<file path="src/sv/rsi_pkg.sv">
// Shared types and widths for the ray and sphere intersection pipeline.
// Used by every module of the block; has no dependencies of its own.

package rsi_pkg;

	localparam int COORD_BITS = 24;
	localparam int FRAC_BITS  = 12;

	// Exact intermediate widths, following from the coordinate and fraction widths; T_W is fixed.
	localparam int OC_W   = COORD_BITS + 1;
	localparam int DD_W   = 2 * COORD_BITS - 1;
	localparam int OO_W   = 2 * COORD_BITS;
	localparam int A_W    = 2 * COORD_BITS;
	localparam int B_W    = 2 * COORD_BITS + 1;
	localparam int BS_W   = B_W + 2;
	localparam int S_W    = 2 * COORD_BITS + 2;
	localparam int R2_W   = 2 * (COORD_BITS - 1);
	localparam int D_W    = 4 * COORD_BITS + 2;
	localparam int P_W    = D_W + 2;
	localparam int X_W    = D_W + 2 * FRAC_BITS;
	localparam int SQ_STEPS = X_W / 2;
	localparam int ROOT_W = SQ_STEPS;
	localparam int SQREM_W = ROOT_W + 2;
	localparam int NUM_W  = ROOT_W + 1;
	localparam int T_W    = 32;
	localparam int DIV_STEPS = T_W;

	// Split point for the wide products.
	localparam int LO    = COORD_BITS;
	localparam int BH_W  = B_W - LO;
	localparam int AH_W  = A_W - LO;
	localparam int RH_W  = R2_W - LO;
	localparam int SH_W  = S_W - LO;

	localparam int FRONT_STAGES = 8;

	localparam logic [T_W-1:0] T_MAX = {1'b0, {(T_W-1){1'b1}}};
	localparam logic [T_W-1:0] T_MIN = {1'b1, {(T_W-1){1'b0}}};

	typedef struct packed {
		logic signed [COORD_BITS-1:0] origin_x;
		logic signed [COORD_BITS-1:0] origin_y;
		logic signed [COORD_BITS-1:0] origin_z;
		logic signed [COORD_BITS-1:0] dir_x;
		logic signed [COORD_BITS-1:0] dir_y;
		logic signed [COORD_BITS-1:0] dir_z;
		logic signed [COORD_BITS-1:0] center_x;
		logic signed [COORD_BITS-1:0] center_y;
		logic signed [COORD_BITS-1:0] center_z;
		logic [COORD_BITS-2:0]        radius;
	} req_t;

	typedef struct packed {
		logic                  hit;
		logic signed [T_W-1:0] t_near;
		logic                  saturated;
	} res_t;

	typedef struct packed {
		logic [B_W-1:0] bmag;
		logic           bneg;
		logic [A_W-1:0] a;
		logic           hit;
	} side_t;

	typedef struct packed {
		logic [X_W-1:0]     x;
		logic [ROOT_W-1:0]  root;
		logic [SQREM_W-1:0] rem;
		side_t              side;
	} sq_t;

	typedef struct packed {
		logic [A_W-1:0]       rem;
		logic [DIV_STEPS-1:0] low;
		logic [DIV_STEPS-1:0] q;
		logic [A_W-1:0]       a;
		logic                 neg;
		logic                 big;
		logic                 hit;
	} dv_t;

endpackage

</file>
<file path="src/sv/rsi_div_cell.sv">
// One cell of the restoring divider chain: settles one quotient bit per cell.
// Depends on rsi_pkg.

module rsi_div_cell import rsi_pkg::*; (
	input  logic clk,
	input  logic arst_n,
	input  logic en,
	input  logic up_vld,
	input  dv_t  up,
	output logic dn_vld,
	output dv_t  dn
);

	logic [A_W:0] cur;
	logic         take;

	assign cur  = {up.rem, up.low[DIV_STEPS-1]};
	assign take = cur >= {1'b0, up.a};

	always_ff @(posedge clk or negedge arst_n) begin
		if (!arst_n) begin
			dn_vld <= 1'b0;
		end else if (en) begin
			dn_vld <= up_vld;
		end
	end

	always_ff @(posedge clk) begin
		if (en) begin
			dn.rem  <= take ? A_W'(cur - {1'b0, up.a}) : cur[A_W-1:0];
			dn.low  <= up.low << 1;
			dn.q    <= {up.q[DIV_STEPS-2:0], take};
			dn.a    <= up.a;
			dn.neg  <= up.neg;
			dn.big  <= up.big;
			dn.hit  <= up.hit;
		end
	end

endmodule

</file>
<file path="config.mk">
export PLATFORM = sky130hd
export DESIGN_NAME = rsi_div_cell
export DESIGN_NICKNAME = d
export VERILOG_FILES = /design/src/sv/rsi_pkg.sv /design/src/sv/rsi_div_cell.sv
export SDC_FILE = /design/constraint.sdc
export NUM_CORES = 1
export LEC_CHECK = 0
export BUFFER_PORTS_ARGS = -buffer_cell sky130_fd_sc_hd__buf_2
export CORE_MARGIN = 5
export CORE_UTILIZATION = 53
export CTS_BUF_LIST = sky130_fd_sc_hd__clkbuf_16
export CTS_CLUSTER_DIAMETER = 50
export DETAILED_ROUTE_END_ITERATION = 6
export GPL_TIMING_DRIVEN = 0
export PLACE_DENSITY = 0.83
export REMOVE_ABC_BUFFERS = 1
export SETUP_SLACK_MARGIN = 0.3
export SLEW_MARGIN = 20
export SYNTH_ARGS = -nofsm -noshare
export SYNTH_HDL_FRONTEND = slang
export SYNTH_SLANG_ARGS = --single-unit
</file>
<file path="constraint.sdc">
create_clock -name clk -period 1.7 [get_ports clk]
set_input_delay 0.255 -clock clk [delete_from_list [all_inputs] [get_ports clk]]
set_output_delay 0.255 -clock clk [all_outputs]
set_load 0.005 [all_outputs]
</file>
Yosys cells after proc, flatten, opt, wreduce, memory -nomap -nowiden --
Index checks and enable logic that the tools add are counted. Widths: inputs -> output; s select.
Operators by class: $add $sub $neg 1, order comparisons 1, mux-type cells 1
Operator list (number):
- $ge 49x48->1 | 1
- $mux 48 | 1
- $sub 48x48->48 | 1
Word-level totals: output and inout bits 164, bits of input ports 167, flip-flop bits (word level) 163, logic and storage cells 11

Logic depth before layout (Yosys ltp) --
depth in word-level cells 2, mapped depth 15, gate-level depth less buffers 13

Worst setup path before layout --
No wires, ideal clock.
kind input to register, start in up[114] (netlist name), end reg dn[161] (netlist name) (data pin), arrival time 2604 ps, path slack -1161 ps, stages 13, setup time 257 ps, data required time 1443 ps, path buffers 0, path through inv_1 ha_1 fa_1 nand2b_1 a21oi_1 o21ai_1 o31ai_2 a41oi_1 o21ai_1 a31oi_1 nor3_1 mux2i_1 o31ai_2
Between the ends: cells in the longest elaborated chain, start to end 2, elaborated cells on any way between the ends 3, classes of those cells 1 x add/sub; 1 x order compare; 1 x mux
RTL lines:
- from (decl) | RTL line rsi_div_cell.sv:9 | input dv_t up,
- $sub 48x48->48 or $ge 49x48->1 (tied branches) | RTL line rsi_div_cell.sv:30, rsi_div_cell.sv:18
- $mux 48 * | RTL line rsi_div_cell.sv:30 | dn.rem <= take ? A_W'(cur - {1'b0, up.a}) : cur[A_W-1:0];
- to (decl) | RTL line rsi_div_cell.sv:11 | output dv_t dn
Mark *: on every way between the ends. The rest lies on a longest branch, timed or not. A chain may end at the register's enable or synchronous reset.

Final worst setup path --
start in up[20] (netlist name), end reg dn[136] (netlist name) (data pin)
The elaborated chain is that of the path after synthesis.

==> results.yml <==
status:
  status: "finished with violations"
  violations: "design-rule violations, negative setup slack"
floorplan:
  initial_core_util: 0.536
  coreArea_um2: 15800
  ioPinCount: 331
  fp.dieH_um: 136
  die-area_um2: 18600
  rows: 46
  die_w_um: 136
sta:
  worst_clock_skew_ps: 0
  whs_ps: 10.5
  slew_headroom: 0.575
  final_max_slew_viol_count: 0
  setup_ws_ps: -1120
  hold_viol: 0
  final-setup-viol-count: 49
  rsz0062_at_grt: "true"
  min_period_ps: 2820
  tightestPinTransition_ps: 627
  tns_ps: -49750
  min_period_over_period: 1.66
  fmax_ghz: 0.354
finish:
  multi_input_area_um2: 3980
  syn2layout_area_growth_pct: 58.6
  fill_cells: 794
  register_area_um2: 4890
  nNetsFinal: 1413
  drive_above_1_share: 0.478
  final_cell_count_no_fill: 1442
setup_path:
  critPathMaxFanout: 6
  critPathKind: "in2reg"
  startpoint_type: "primary input"
  r2r_end: "dn_vld"
  r2r_slack_ps: 880
  arrival_ps: 3010
  crit_path_end_kind: "flop"
  r2r-start: "dn_vld"
  cp.required_ps: 1890
  reg2reg_depth: 1
flow_run:
  max_cap_viol_count: 0
placement:
  placedCellCount: 1246
  gp_congestion: 0.857
  post-place-ws_ps: -2140
  io_buffers: 328
  dpl.hpwl_um: 18100
synthesis:
  async_flop_share: 0.00613
  ys.flop_type: "edfxtp_1"
  synthCells: 729
  yosysUniqueCellTypes: 60
  synth_top_area_share: 0.575
  yosysMostFrequentCell: "edfxtp_1"
  yosys-top-cells-area: "edfxtp_1 58%, ha_1 7.1%, o21ai_0 4.0%, a21o_1 3.6%, nand2_1 3.6%"
  yosys_warnings: 0
  synth_edf_count: 162
  avgSynthCellArea_um2: 11.6
  synth_area_um2: 8460
  synthTopCellsByCount: "162 x edfxtp_1, 80 x nand2_1, 68 x o21ai_0"
  ys_seq_area_frac: 0.578
  synth_top_cell_by_area: "edfxtp_1"
  synth-seq-cells: 163
clock_network:
  path_clk_slew_ps: 80
  cts_inserted_buffers: 17
  clk_latency_ps: 430
  cts_buffer_depth: 2
  root_buffer: "clkbuf_16"
  htreeDepth: 4
  cts_tree: "yes"
  numClockSinks: 163
routing:
  drt-total-wl_um: 36700
  drtIter0Drc: 1077
  antenna_left: 0
  wl_per_cell_um: 25.4
  vias: 8782
  via_per_inst: 6.09
  drc: 1
  firstDrtPassIters: 7
global_routing:
  grt_pass1_wl_um: 45300
  grt_pass1_vias: 8104
  overflow: 0
  antenna_found_initial: 15
  grt_max_degree: 108
  grt_use_total: 0.323
min_path:
  hold_class: "in2reg"
  hp-start: "up[46]"
  min_path_cells: 1
  worstHoldEndpoint: "dn[46]"
power:
  p_leak_uw: 0.00593
  peakVddDrop_v: 0.000670
  total_power_uw: 12600
  power_density_nw_per_um2: 942
cells by family after synthesis:
group           synth area share
compound gates             0.163
xor+xnor                  0.0445
fa+ha+maj                 0.0734
buf+inv                   0.0444
flops                      0.578
mux                      0.00769
other cells             0.000443
simple gates              0.0889
how the worst max path moves through the flow:
stage / from / end / cells after the start
after floorplan: up[6] / dn[118] / 10
after global placement: up[6] / dn[140] / 11
after detailed placement: up[6] / dn[136] / 13
after CTS: up[10] / dn[118] / 15
after global routing: up[20] / dn[136] / 15
final: up[20] / dn[136] / 15
where the power goes:
part | internal [uW] | switching (uW) | leakage (uW)
Combinational | 1740 | 1930 | 0.00407
Sequential | 4940 | 152 | 0.00160
Clock | 1940 | 1920 | 0.000270
area by class of cell:
type / count / area share
antenna: 16 / 0.00298
inverter: 60 / 0.0177
tap: 216 / 0.0201
timing repair buffer: 480 / 0.256
clock inverter: 15 / 0.0107
multi-input combinational: 475 / 0.296
clock buffer: 17 / 0.0317
sequential: 163 / 0.364
layout by cell type, fill, tap and decap left out, types with 20 or more instances in the layout:
cell / n
clkbuf_16: 20
a21o_1: 40
buf_4: 59
o21ai_0: 23
o21ai_2: 24
nand2_1: 56
dlygate4sd3_1: 70
xor2_1: 22
xnor2_1: 21
buf_2: 313
nor2_1: 24
ha_1: 23
a21oi_1: 38
o21ai_1: 20
edfxtp_1: 162
inv_1: 49
worst max-delay path: stages:
cell and delay [ps]:
buf_2 110, inv_2 60, ha_4 300, nand4_1 200, nor2_4 150, and4_4 240
o311ai_2 100, buf_4 170, a21oi_4 180, o21bai_4 110, a2111oi_4 360, o21ai_4 140
clkbuf_16 190, buf_16 140, mux2_4 280
repair_timing:
action                     in CTS  in global routing
setup endpoints to repair      49                 49
resized for setup             173                 83
pin swaps                      48                 56
hold buffers                   65                  5
hold endpoints to repair       65                  5
setup buffers                  47                 20
gates cloned                    9                  2
through the flow:
stage / utilization / cell area, um^2
2_1_floorplan: - / 8310
3_3_place_gp: 0.648 / 10200
3_5_place_dp: 0.656 / 10300
4_1_cts: 0.811 / 12800
5_1_grt: 0.850 / 13400
6_report: 0.851 / 13400
per-layer routing:
layer	vias up	routed length (um)	part of all wire	GRT usage
met1	4127	11700	0.32	0.350
met2	784	18100	0.49	0.578
met5	-	22	0.00060	0
met3	226	4030	0.11	0.0859
li1	3641	-	-	-
met4	4	2860	0.078	0.162
flip-flops by register name (all words and copies together), names as in the netlist:
signal,count
dn,162
dn_vld,1
No activity file was read; power rests on OpenSTA's default activity.
