$ cat src/sv/rsi_pkg.sv
// Shared types and widths for the ray and sphere intersection pipeline.
// Used by every module of the block; has no dependencies of its own.

package rsi_pkg;

	localparam int COORD_BITS = 24;
	localparam int FRAC_BITS  = 12;

	// Exact intermediate widths, following from the coordinate and fraction widths; T_W is fixed.
	localparam int OC_W   = COORD_BITS + 1;
	localparam int DD_W   = 2 * COORD_BITS - 1;
	localparam int OO_W   = 2 * COORD_BITS;
	localparam int A_W    = 2 * COORD_BITS;
	localparam int B_W    = 2 * COORD_BITS + 1;
	localparam int BS_W   = B_W + 2;
	localparam int S_W    = 2 * COORD_BITS + 2;
	localparam int R2_W   = 2 * (COORD_BITS - 1);
	localparam int D_W    = 4 * COORD_BITS + 2;
	localparam int P_W    = D_W + 2;
	localparam int X_W    = D_W + 2 * FRAC_BITS;
	localparam int SQ_STEPS = X_W / 2;
	localparam int ROOT_W = SQ_STEPS;
	localparam int SQREM_W = ROOT_W + 2;
	localparam int NUM_W  = ROOT_W + 1;
	localparam int T_W    = 32;
	localparam int DIV_STEPS = T_W;

	// Split point for the wide products.
	localparam int LO    = COORD_BITS;
	localparam int BH_W  = B_W - LO;
	localparam int AH_W  = A_W - LO;
	localparam int RH_W  = R2_W - LO;
	localparam int SH_W  = S_W - LO;

	localparam int FRONT_STAGES = 8;

	localparam logic [T_W-1:0] T_MAX = {1'b0, {(T_W-1){1'b1}}};
	localparam logic [T_W-1:0] T_MIN = {1'b1, {(T_W-1){1'b0}}};

	typedef struct packed {
		logic signed [COORD_BITS-1:0] origin_x;
		logic signed [COORD_BITS-1:0] origin_y;
		logic signed [COORD_BITS-1:0] origin_z;
		logic signed [COORD_BITS-1:0] dir_x;
		logic signed [COORD_BITS-1:0] dir_y;
		logic signed [COORD_BITS-1:0] dir_z;
		logic signed [COORD_BITS-1:0] center_x;
		logic signed [COORD_BITS-1:0] center_y;
		logic signed [COORD_BITS-1:0] center_z;
		logic [COORD_BITS-2:0]        radius;
	} req_t;

	typedef struct packed {
		logic                  hit;
		logic signed [T_W-1:0] t_near;
		logic                  saturated;
	} res_t;

	typedef struct packed {
		logic [B_W-1:0] bmag;
		logic           bneg;
		logic [A_W-1:0] a;
		logic           hit;
	} side_t;

	typedef struct packed {
		logic [X_W-1:0]     x;
		logic [ROOT_W-1:0]  root;
		logic [SQREM_W-1:0] rem;
		side_t              side;
	} sq_t;

	typedef struct packed {
		logic [A_W-1:0]       rem;
		logic [DIV_STEPS-1:0] low;
		logic [DIV_STEPS-1:0] q;
		logic [A_W-1:0]       a;
		logic                 neg;
		logic                 big;
		logic                 hit;
	} dv_t;

endpackage

$ cat src/sv/rsi_sqrt_cell.sv
// One cell of the square-root chain: settles one root bit per cell.
// Depends on rsi_pkg.

module rsi_sqrt_cell import rsi_pkg::*; (
	input  logic clk,
	input  logic arst_n,
	input  logic en,
	input  logic up_vld,
	input  sq_t  up,
	output logic dn_vld,
	output sq_t  dn
);

	logic [SQREM_W+1:0] cur;
	logic [SQREM_W+1:0] trial;
	logic               take;

	// Bring down the next two radicand bits and try root*4+1.
	assign cur   = {up.rem, up.x[X_W-1:X_W-2]};
	assign trial = (SQREM_W+2)'({up.root, 2'b01});
	assign take  = cur >= trial;

	always_ff @(posedge clk or negedge arst_n) begin
		if (!arst_n) begin
			dn_vld <= 1'b0;
		end else if (en) begin
			dn_vld <= up_vld;
		end
	end

	always_ff @(posedge clk) begin
		if (en) begin
			dn.x    <= up.x << 2;
			dn.root <= {up.root[ROOT_W-2:0], take};
			dn.rem  <= take ? SQREM_W'(cur - trial) : cur[SQREM_W-1:0];
			dn.side <= up.side;
		end
	end

endmodule

$ cat config.mk
export PLATFORM = sky130hd
export DESIGN_NAME = rsi_sqrt_cell
export DESIGN_NICKNAME = d
export VERILOG_FILES = /design/src/sv/rsi_pkg.sv /design/src/sv/rsi_sqrt_cell.sv
export SDC_FILE = /design/constraint.sdc
export NUM_CORES = 1
export LEC_CHECK = 0
export BUFFER_PORTS_ARGS = -buffer_cell sky130_fd_sc_hd__clkbuf_2
export CAP_MARGIN = 20
export CORE_AREA = 2 2 269 271
export CTS_BUF_LIST = sky130_fd_sc_hd__clkbuf_8
export DETAILED_ROUTE_END_ITERATION = 6
export DIE_AREA = 0 0 271 273
export PLACE_DENSITY_LB_ADDON = 0.3
export SKIP_CTS_REPAIR_TIMING = 1
export SLEW_MARGIN = 40
export SYNTH_ARGS = -nofsm -noshare
export SYNTH_HDL_FRONTEND = slang
export SYNTH_SLANG_ARGS = --single-unit
$ cat constraint.sdc
create_clock -name clk -period 1.1 [get_ports clk]
set_clock_uncertainty 0.15 [all_clocks]
set_input_delay 0.165 -clock clk [delete_from_list [all_inputs] [get_ports clk]]
set_output_delay 0.165 -clock clk [all_outputs]
set_load 0.05 [all_outputs]
# Word level (Yosys, flattened, before mapping)
# Cells that the tools add are included.
dict set report totals {
  reg_bits 344
  output_inout_bits 346
  mem_count 0
  ram_bits 0
  romBits 0
  latch_bits 0
}
dict set report classes {
  n_eq_ne 0
  n_bitwise 0
  shifts 0
  magnitude_cmp 1
  multipliers 0
  div 0
  n_reduce_logical 0
  n_addsub 1
  mux 1
}
# cell count
set ops {}
lappend ops {{>= comparator 65 x 63 -> 1 bit} 1}
lappend ops {{2-to-1 mux 63 bit} 1}
lappend ops {{subtractor 63 bit} 1}

# Logic depth before layout (Yosys ltp)
dict set report logic_depth {
  word_depth 2
  ltp_mapped 15
  mapped_depth_nobuf 12
}

# Least setup slack after synthesis
# OpenSTA, ideal clock, no wires.
dict set report synth_timing {
  path_kind {input -> register}
  from {input up[164] (netlist bit)}
  to {register dn[134] (netlist bit) (data pin)}
  path_slack_ps -1845
  required_time_ps 690
  setup_time_ps 260
  n_path_buf 2
  cell_stages 12
  arrival_time_ps 2534
  cell_sequence {inv_1 -> ha_1 -> a21oi_4 -> o211ai_2 -> and3_4 -> a41o_4 -> a2111oi_4 -> nor4_4 -> a21oi_4 -> buf_6 -> buf_6 -> mux2_4}
}
dict set report synth_via {
  elab_chain_cells 2
  elab_cells_between_ends 3
  cone_classes {add/sub: 1; order compare: 1; mux: 1}
}
# element line
set synth_lines {}
lappend synth_lines {{from (decl)} rsi_sqrt_cell.sv:9} ;# input sq_t up,
lappend synth_lines {{subtractor 63 bit / >= comparator 65 x 63 -> 1 bit (equally long branches)} {rsi_sqrt_cell.sv:35, rsi_sqrt_cell.sv:21}}
lappend synth_lines {{2-to-1 mux 63 bit *} rsi_sqrt_cell.sv:35} ;# dn.rem <= take ? SQREM_W'(cur - trial) : cur[SQREM_W-1:0];
lappend synth_lines {{to (decl)} rsi_sqrt_cell.sv:11} ;# output sq_t dn
# Every way passes the cells marked *; elsewhere a longest branch is shown, timed or not.
# A chain may end at the register's enable or synchronous reset.

# Final worst setup path
dict set report layout_timing {
  from {input up[168] (netlist bit)}
  to {register dn[134] (netlist bit) (data pin)}
}
# Same word-level chain as after synthesis.

==> summary.md <==
| Metric | Value |
|---|---|
| Status | complete, but fails checks |
| Failing checks | negative hold slack, negative setup slack |
| Min-delay worst type | input pin to flip-flop |
| Netlist Area Pre-Place | 0.01514 sq mm |
| Die W | 271 um |
| Simple-Gate Fraction of Synth Area | 0.07048 |
| Worst-path clk slew | 0.06 ns |
| RSZ-0062 raised after global routing | yes |
| Num rows | 98 |
| CTS tree | done |
| Number of enable flip-flop cells after synthesis | 343 |
| Placed cell areas | 0.02314 sq mm |
| Comb pwr share | 0.327 |
| Final hold vios | 9 |
| Crit path from | up[168] |
| Worst slew pin tran | 0.7328 ns |
| Ys async rst share | 0.002907 |
| Fillers | 6,781 |
| Synth Area in XOR/XNOR | 0.03413 |
| Core Area | 0.07100 sq mm |
| Maximum clock insertion buffer count | 3 |
| DRC viols | 0 |
| FF+latch count, synth | 344 |
| Vias in the first global route | 13,859 |
| Synthesized area per cell | 13.73 sq um |
| DR WL/cell | 21.31 um |
| Most instantiated cells after synthesis | 343 x edfxtp_1, 110 x nand2_1, 81 x inv_1 |
| CP Max Fanout | 6 |
| Slew headroom | 0.5063 |
| Non-Filler Instances | 3,512 |
| Fraction of layout cells with a size suffix above 1 | 0.4859 |
| Hold_ws | -0.4285 ns |
| Sw frac | 0.3473 |
| Max Cap Violations | 0 |
| Routability Congestion | 0.9188 |
| Initial antenna violation count | 30 |
| Pre-Repair DR Iteration Count | 5 |
| Switching pwr | 14.49 mW |
| Number of I/O pins | 695 |
| Area growth syn-to-layout | 88.53% |
| FMAX | 399.7 MHz |
| Critical path buffers and inverters | 5 |
| Initial DRC Count | 637 |
| CTS buffer count | 60 |
| Cell Pwr Density | 1462 mW/mm^2 |
| Synth area leader | edfxtp_1 |
| Port Buf Inserts | 692 |
| Final wirelength | 74,850 um |
| Largest net degree at the start of global routing | 43 |
| WS Path Type | input pin to flip-flop |
| Worst Path Required | 1.36 ns |
| Fin worst setup slack | -1.402 ns |
| Grt total ovfl | 0 |
| Final ANT Viol Nets | 0 |
| Clk_lat worst skew | 0.68 ns |
| Worst setup EP type | flip-flop |
| Fin area | 0.02855 sq mm |
| Largest cells by area after synthesis | edfxtp_1 68%, ha_1 5.2%, nand2_1 2.7% |
| Post-DP HPWL | 60,750 um |
| Sequential Power Share | 0.395 |
| Root buffer cell | clkbuf_8 |
| Initial Util | 0.2133 |
| Slowest stage cell, crit path | mux2_4 |
| Period Utilization, post-route | 2.274 |
| Setup Total Neg Slack | -373.22 ns |
| Leakage | 12.62 nW |
| Pint | 27.23 mW |
| Global-route wire length before repair | 97,310 um |
| CP most frequent cell | buf_4 |
| Die area | 0.07398 sq mm |
| R2r startpoint | dn_vld |
| Crit-path cells | clkbuf_2 > inv_1 > ha_4 > a21oi_2 > o21ai_2 > a21o_2 > a41o_4 > a2111oi_4 > buf_4 > nor4_4 > buf_4 > a21oi_4 > buf_8 > mux2_4 |
| Mux contribution to synthesized area | 0.004793 |
| Clock Sinks | 344 |
| CP arrival | 2.77 ns |
| Final core occ | 0.4021 |
| Overall power | 41.72 mW |
| Pins over their slew limit | 0 |
| Final setup fails | 752 |
| Max H-tree Level | 2 |
| Crit path max-delay family | compound AO/OA/AOI/OAI gates |
| GRT Util Overall | 0.1825 |
| Adder-cell share of the synthesized area | 0.05206 |
| Seq/Total Area, Yosys | 0.6819 |
| YS warnings | 0 |
| Top-area cell type share of the netlist area | 0.6802 |
| Vias per cell | 4.251 |
| Largest stage delay, worst path | 0.31 ns |
| Placed Instances | 3,041 |
| CP Launch Type | input pin |
| Compound-gate portion of the synthesized area | 0.1220 |
| Y dimension of the die | 273 um |
| Nets | 2,921 |
| Top FF cell, synth | edfxtp_1 |
| Sequential Area | 0.01033 sq mm |
| Post-Syn Instances | 1,103 |
| Clock period minus worst slack | 2.502 ns |
| Clock power frac | 0.278 |
| Hold path startpoint | up[167] |
| Footprint of the multi-input gates | 0.004928 sq mm |
| Most frequent cell after synthesis | edfxtp_1 |
| Via count | 14,929 |
| Netlist cell types | 77 |
| Max VDD drop | 0.8557 mV |
| Main combinational cell family by area after synthesis | compound AO/OA/AOI/OAI gates |
[path summary, 6_finish.rpt]
path	end	slack, ns	cells past startpoint
setup reg to reg	dn_vld	0.18	1
hold / removal	dn[168]	-0.43	1
min in group asynchronous	dn_vld	0.21	3
setup / recovery	dn[134]	-1.40	14
max in group asynchronous	dn_vld	0.46	3
hold reg to reg	dn_vld	0.38	1
[kinds of logic after synthesis]
kind of cell             after synthesis
buffers and inverters                124
other                                  1
AND/OR/NAND/NOR                      225
multiplexers                           6
adder cells (fa/ha/maj)               63
XOR/XNOR                              59
AO/OA/AOI/OAI                        281
flip-flops                           344
[cells in the final DEF, fill, tap and decap left out, types with 12 or more instances in the layout]
master	n
buf_12	58
nor2_1	28
a21oi_1	49
o21bai_1	12
buf_6	25
buf_4	328
o21ai_0	55
xnor2_1	33
a21o_1	36
dlygate4sd3_1	341
a21oi_2	21
nand2_1	105
nand3_1	15
xor2_1	24
clkbuf_8	61
nand4_1	21
ha_1	37
ha_4	22
clkinv_1	15
o21ai_1	24
inv_1	93
edfxtp_1	343
clkbuf_2	615
[registers in the layout, indices dropped and copies added (netlist names)]
| register | flops |
|---|---|
| dn | 343 |
| dn_vld | 1 |
[per-stage QoR]
| stage | hold WS, ns | worst slack [ns] |
|---|---|---|
| final | -0.4285 | -1.402 |
| after global routing | -0.4870 | -1.490 |
| after CTS | -0.9802 | -1.639 |
| after detailed placement | -0.1980 | -2.333 |
| after global placement | -0.1934 | -2.305 |
| after floorplan | -0.2806 | -1.724 |
[power by group through the flow]
stage               Clock (mW)  Combinational [mW]  Sequential, mW
floorplan                    0                2.43            20.9
global placement             0                12.0            16.7
detailed placement           0                12.1            16.7
CTS                       12.0                12.1            16.5
global route              12.5                14.4            16.6
finish                    11.6                13.6            16.5
[per-layer routing]
layer / global-route usage / part of all wire
met1: 0.2051 / 0.37
met2: 0.3379 / 0.52
met3: 0.05061 / 0.068
met4: 0.04740 / 0.033
met5: 0 / 0.00084
[area by class of cell]
class | count | area share
timing repair buffer | 1385 | 0.3718
sequential | 344 | 0.3617
inverter | 82 | 0.01131
clock buffer | 61 | 0.02941
multi-input combinational | 636 | 0.1726
clock inverter | 44 | 0.01061
tap | 950 | 0.04164
antenna | 10 | 0.0008766
(Power assumes the default switching activity.)
